`src/rtl/sile_ram.sv`:
```
// generic single port ram with registered read
`default_nettype none
module sile_ram #(
    parameter int unsigned WIDTH = 8,
    parameter int unsigned DEPTH = 16
) (
    input  wire logic                     clk,
    input  wire logic                     we,
    input  wire logic [$clog2(DEPTH)-1:0] addr,
    input  wire logic [WIDTH-1:0]         wdata,
    output logic      [WIDTH-1:0]         rdata
);
    logic [WIDTH-1:0] mem [DEPTH];

    always_ff @(posedge clk)
    begin
        if (we)
        begin
            mem[addr] <= wdata;
        end
        rdata <= mem[addr];
    end
endmodule : sile_ram
`default_nettype wire

```
`config.mk`:
```
export PLATFORM = sky130hd
export DESIGN_NAME = sile_ram
export DESIGN_NICKNAME = d
export VERILOG_FILES = /design/src/rtl/sile_ram.sv
export SDC_FILE = /design/constraint.sdc
export NUM_CORES = 1
export LEC_CHECK = 0
export BUFFER_PORTS_ARGS = -buffer_cell sky130_fd_sc_hd__buf_2
export CORE_ASPECT_RATIO = 1.75
export CORE_MARGIN = 3
export CORE_UTILIZATION = 45
export CTS_BUF_LIST = sky130_fd_sc_hd__clkbuf_2
export DETAILED_ROUTE_END_ITERATION = 7
export PLACE_DENSITY = 0.71
export SYNTH_ARGS = -nofsm -noshare
export SYNTH_HDL_FRONTEND = slang
export SYNTH_SLANG_ARGS = --single-unit
```
`constraint.sdc`:
```
create_clock -name clk -period 2 [get_ports clk]
set_input_delay 0.1 -clock clk [delete_from_list [all_inputs] [get_ports clk]]
set_output_delay 0.1 -clock clk [all_outputs]
set_load 0.02 [all_outputs]
```
==> results.yml, run 1 <==
die:
  rows: 50
  initial_core_util_pct: 46.8
  ios: 22
  core-area_um2: 10800
  die_x_um: 86.2
  fp.dieH_um: 146
  dieArea_um2: 12600
timing:
  fmax_mhz: 578
  hold_viol_final: 0
  setup_tns_ns: 0
  final.period_utilization_pct: 86.5
  rsz0062_at_grt: "no"
  finalMaxSlewViolations: 0
  tightest_slew_ns: 0.639
  setup-violations-final: 0
  finClkSkew_ns: 0.0234
  layout_min_cycle_time_ns: 1.73
  worst_slack_ns: 0.270
  relSlewSlack_pct: 57.3
cts:
  postCtsHoldBufs: 11
  htreeDepth: 4
  cts_tree: "built"
  cts-root-buf: "clkbuf_2"
  cts_resized: 0
  cts_buffers: 17
  cts_sinks: 136
  postCtsSetupBuffers: 0
  clk_pin_slew_worst_paths_ns: 0.19
  insertion_delay_ns: 0.64
  cts.path.max_buffers: 2
setup_path:
  r2r_cells: 4
  crit_chain: "mux4_2 -> a22oi_1 -> dlygate4sd3_1 -> nand2_1"
  cp-start-kind: "flop"
  slowest_delay_ns: 0.56
  slowest_stage: "dlygate4sd3_1"
  rrSetupSlack_ns: 0.27
  cp-end-kind: "flop"
  r2r_start: "mem[8][2]"
  worstPathArrival_ns: 2.29
  worstPathMaxFanout: 1
  path_class: "reg2reg"
  r2r_end: "rdata[2]"
  crit_required_ns: 2.56
power_and_ir_drop:
  pwr-share-seq_pct: 56.7
  peakVddDrop_mv: 0.510
  switching_power_w: 0.00111
  comb_power_share_pct: 5.8
  p_clk_share_pct: 37.5
  p_per_area_nw_per_um2: 956
  swShare_pct: 19.7
  finalPower_w: 0.00564
  leakage_nw: 1.97
  internal-power_w: 0.00453
synthesis:
  yosysWarningCount: 0
  synth_top_area_share_pct: 75.9
  syn-cell-area_um2: 5070
  synthTopCellsByCount: "edfxtp_1 (128), mux4_2 (32), a22oi_1 (16), nor2_1 (13), nand2_1 (9)"
  synth.distinct_cells: 18
  yosys.area.top_type: "edfxtp_1"
  synth-seq-cells: 136
  synth_area_per_cell_um2: 22.0
  synth_edf_count: 128
  synthFlopType: "edfxtp_1"
  syn_nets: 244
  yosysMostFrequentCell: "edfxtp_1"
  synth_area_leaders: "edfxtp_1 (76%), mux4_2 (14%), dfxtp_1 (3.2%), a22oi_1 (2.4%), nor2_1 (0.96%)"
  async_flop_share_pct: 0
  yosysSeqAreaShare_pct: 79.0
  synth_cells: 230
grt:
  grt_overflow: 0
  antenna_found_initial: 1
  grt_pass1_wl_um: 13800
  grt_max_degree: 40
  grt_pass1_vias: 2538
  track_usage_pct: 15.1
placed_design:
  dp_slack_ns: 0.478
  place_hpwl_um: 5960
  gp_congestion: 0.756
  port_buffers: 21
  place_area_um2: 5440
layout:
  postLayoutCellArea_um2: 5900
  syn_to_final_growth_pct: 16.4
  layout.nets: 303
  drive_above_1_share_pct: 34.4
hold_path:
  holdPathStages: 5
  min_path_type: "in2reg"
  min_to: "rdata[3]"
  hp-start: "addr[2]"
detailed_routing:
  drt_iter0_drc: 115
  routedWlPerCell_um: 20.2
  ant_nets: 0
  drt_pass1_iterations: 4
  via_per_inst: 5.47
  vias: 2367
  drc: 0
  finalWirelength_um: 8760
job:
  drv_cap: 0
status:
  status: "finished clean"
metal layers:
layer  global-route usage (%)  share of wire [%]  up-vias
met3                     3.90                2.8       12
met2                     26.5                 58       52
li1                         -                  -     1084
met1                     17.4                 38     1219
met4                     6.24                1.8        0
met5                        0                  0        -
kinds of logic (layout without fill, tap and decap cells):
logic type      after synthesis  count (layout)  synth area share, %
mux                          32              32                 14.2
simple gates                 35              35                 3.21
compound gates               16              16                 2.37
other cells                   0               1                    0
flops                       136             136                 79.0
buf+inv                      11              83                 1.19
state kept, by name (all words and copies together) (netlist names):
name and flops:
rdata 8, mem 128
through the flow:
step,instances,utilization (%),hold WS [ns]
after floorplan,230,-,0.199
after global placement,389,50.3,0.468
after detailed placement,389,50.3,0.492
after CTS,432,54.5,0.000285
after global routing,433,54.5,0.0867
final,433,54.5,0.0759
worst max path at each step:
stage                   start   endpoint  slack [ns]
floorplan             addr[2]  mem[0][0]        0.41
CTS                 mem[8][2]   rdata[2]        0.27
detailed placement    addr[0]   rdata[4]        0.48
finish              mem[8][2]   rdata[2]        0.27
global placement      addr[0]   rdata[0]        0.49
global route        mem[8][2]   rdata[2]        0.20
layout make-up:
| class | count | area [um^2] |
|---|---|---|
| sequential | 136 | 4000 |
| clock inverter | 13 | 249 |
| multi-input combinational | 83 | 1000 |
| fill | 844 | 4920 |
| clock buffer | 19 | 95.1 |
| antenna | 1 | 2.50 |
| timing repair buffer | 51 | 383 |
| tap | 130 | 163 |
power groups by stage:
stage | combinational [W] | clock (W) | sequential (W)
6_report | 0.000325 | 0.00212 | 0.00320
4_1_cts | 0.000333 | 0.00217 | 0.00320
3_5_place_dp | 0.000316 | 0 | 0.00326
3_3_place_gp | 0.000307 | 0 | 0.00326
2_1_floorplan | 0.000164 | 0 | 0.00328
5_1_grt | 0.000355 | 0.00228 | 0.00320
placed cells by master, fill, tap and decap left out:
master,Yosys,layout
clkinv_2,0,2
bufinv_16,0,7
nand3b_1,2,2
buf_12,0,2
nor3_1,4,4
buf_4,0,17
mux4_2,32,32
dfxtp_1,8,8
clkinv_4,0,1
clkinv_1,0,1
nor2b_1,2,2
and2_1,1,1
or3b_2,1,1
edfxtp_1,128,128
nand2_1,9,9
a22oi_1,16,16
nand3_1,1,1
buf_2,2,21
nand2b_1,2,2
inv_6,0,1
clkinvlp_4,0,1
clkbuf_2,1,19
dlygate4sd3_1,0,11
nor2_1,13,13
diode_2,0,1
worst max-delay path: cells and delay by family (launching register included):
kind / cells / cell delay (ns)
AO/OA/AOI/OAI: 1 / 0.18
buffers and inverters: 1 / 0.56
flip-flops: 1 / 0.41
multiplexers: 1 / 0.45
AND/OR/NAND/NOR: 1 / 0.04
(Power assumes the default switching activity.)
==> run 2: changes to the inputs <==
--- a/config.mk
+++ b/config.mk
@@ -11,7 +11,7 @@
 export CORE_UTILIZATION = 45
 export CTS_BUF_LIST = sky130_fd_sc_hd__clkbuf_2
 export DETAILED_ROUTE_END_ITERATION = 7
-export PLACE_DENSITY = 0.71
+export PLACE_DENSITY = 0.74
 export SYNTH_ARGS = -nofsm -noshare
 export SYNTH_HDL_FRONTEND = slang
 export SYNTH_SLANG_ARGS = --single-unit
==> constraint.sdc (replaced) <==
create_clock -name clk -period 1.4 [get_ports clk]
set_input_delay 0.07 -clock clk [delete_from_list [all_inputs] [get_ports clk]]
set_output_delay 0.07 -clock clk [all_outputs]
set_load 0.02 [all_outputs]
==> results.yml, run 2 (same netlist as run 1, synthesis figures left out) <==
power_and_ir_drop:
  p_per_area_nw_per_um2: 1180
  leakage_nw: 1.97
  switching_power_w: 0.00151
  p_clk_share_pct: 27.1
  swShare_pct: 21.7
  internal-power_w: 0.00544
  comb_power_share_pct: 7.1
  pwr-share-seq_pct: 65.8
  peakVddDrop_mv: 0.672
  finalPower_w: 0.00695
die:
  dieArea_um2: 12600
  core-area_um2: 10800
  fp.dieH_um: 146
  initial_core_util_pct: 46.8
  rows: 50
  ios: 22
  die_x_um: 86.2
detailed_routing:
  ant_nets: 0
  drt_iter0_drc: 178
  vias: 2458
  finalWirelength_um: 9220
  drt_pass1_iterations: 4
  drc: 0
  routedWlPerCell_um: 20.9
  via_per_inst: 5.56
layout:
  drive_above_1_share_pct: 37.6
  mostFrequentLayoutCell: "edfxtp_1"
  register_area_um2: 4000
  largestRegisters: "mem x128, rdata x8"
  final_cell_mix: "edfxtp_1 (128), mux4_2 (32), clkbuf_2 (25), buf_4 (22), buf_2 (21)"
  syn_to_final_growth_pct: 16.0
  layout.nets: 312
  multi_input_area_um2: 1030
  top_register: "mem"
  n_fill_cell: 836
  largest_reg_flops: 128
grt:
  grt_use_met2_pct: 27.8
  use_met1_pct: 17.9
  antenna_found_initial: 1
  use_met3_pct: 4.35
  grt_overflow: 0
  track_usage_pct: 16.2
  grt_pass1_vias: 2586
  grt_pass1_wl_um: 14400
  top_usage_layer: "met2"
  grt_max_degree: 40
setup_path:
  cpLargestDelayFamily: "multiplexers"
  crit_required_ns: 1.97
  cp-end-kind: "flop"
  slowest_stage: "mux4_2"
  path_class: "reg2reg"
  worstPathArrival_ns: 1.87
  cp.buffers_inverters: 0
  slowest_delay_ns: 0.48
  crit_chain: "mux4_2 -> a22oi_1 -> nand2_1"
  cp-start-kind: "flop"
  worstPathMaxFanout: 1
cts:
  cts_tree: "built"
  cts_buffers: 17
  cts_sinks: 136
  htreeDepth: 4
  insertion_delay_ns: 0.68
  postCtsSetupBuffers: 0
  cts.path.max_buffers: 2
  clk_pin_slew_worst_paths_ns: 0.17
  cts-root-buf: "clkbuf_2"
timing:
  whs_ns: 0.0589
  final.period_utilization_pct: 93.2
  finalMaxSlewViolations: 0
  fmax_mhz: 766
  hold_viol_final: 0
  rsz0062_at_grt: "no"
  finClkSkew_ns: 0.0263
  setup-violations-final: 0
  worst_slack_ns: 0.0949
  relSlewSlack_pct: 45.8
  layout_min_cycle_time_ns: 1.31
  tightest_slew_ns: 0.812
job:
  drv_cap: 0
placed_design:
  port_buffers: 21
  dp_slack_ns: -0.0346
  place_hpwl_um: 6340
  gp_congestion: 0.742
hold_path:
  min_path_type: "in2reg"
status:
  status: "finished clean"
[run 2: cell count changes in the layout (fill, tap and decap cells not counted), moves of 3 or more]
cell       delta
clkinv_1      +3
buf_12        +4
buf_4         +5
bufinv_16     -6
nor2_2        +5
nor2_1        -5
clkbuf_2      +6
[run 2: area by class of cell]
| cell class | instances | share of cell area (%) |
|---|---|---|
| clock inverters | 7 | 0.937 |
| multi-input cells | 83 | 17.5 |
| well taps | 130 | 2.77 |
| clock buffers | 25 | 2.13 |
| diodes | 1 | 0.0426 |
| repair buffers | 60 | 8.52 |
| flip-flops and latches | 136 | 68.1 |
[run 2: tightest hold or removal path, delay by kind of cell]
family          cells  cell delay, ns
compound gates      1            0.06
mux                 1            0.24
simple gates        1            0.05
buf+inv             2            0.29
[run 2: worst paths after layout]
check	start	endpoint	slack, ns	cells after the start
max	mem[0][4]	rdata[4]	0.09	3
min	addr[1]	rdata[1]	0.06	5
max reg2reg	mem[0][4]	rdata[4]	0.09	3
min reg2reg	mem[14][6]	rdata[6]	0.68	3
[run 2: what timing repair did]
| action | CTS | global route |
|---|---|---|
| hold buffers | 11 | 0 |
| gates resized for setup | 0 | 1 |
| hold endpoints to repair | 153 | 0 |
| endpoints found under the setup margin | 0 | 1 |
[run 2: power groups by stage]
stage / sequential (W) / combinational [W] / clock [W]
floorplan: 0.00469 / 0.000238 / 0
global placement: 0.00466 / 0.000465 / 0
detailed placement: 0.00467 / 0.000477 / 0
CTS: 0.00457 / 0.000503 / 0.00193
global route: 0.00458 / 0.000537 / 0.00206
finish: 0.00457 / 0.000495 / 0.00188
[run 2: through the flow]
stage | utilization, % | area (um^2) | TNS, ns | std cells
after detailed placement | 51.5 | 5580 | -0.123 | 398
after global routing | 54.3 | 5880 | 0 | 442
final | 54.3 | 5880 | 0 | 442
after global placement | 51.5 | 5580 | -0.0452 | 398
after floorplan | - | 5080 | -8.06 | 230
after CTS | 54.2 | 5870 | 0 | 441
[run 2: per-layer routing]
| layer | vias to the layer above | share of wire [%] |
|---|---|---|
| met5 | - | 0 |
| met4 | 0 | 2.2 |
| met3 | 15 | 4.3 |
| met2 | 70 | 58 |
| met1 | 1270 | 36 |
| li1 | 1103 | - |
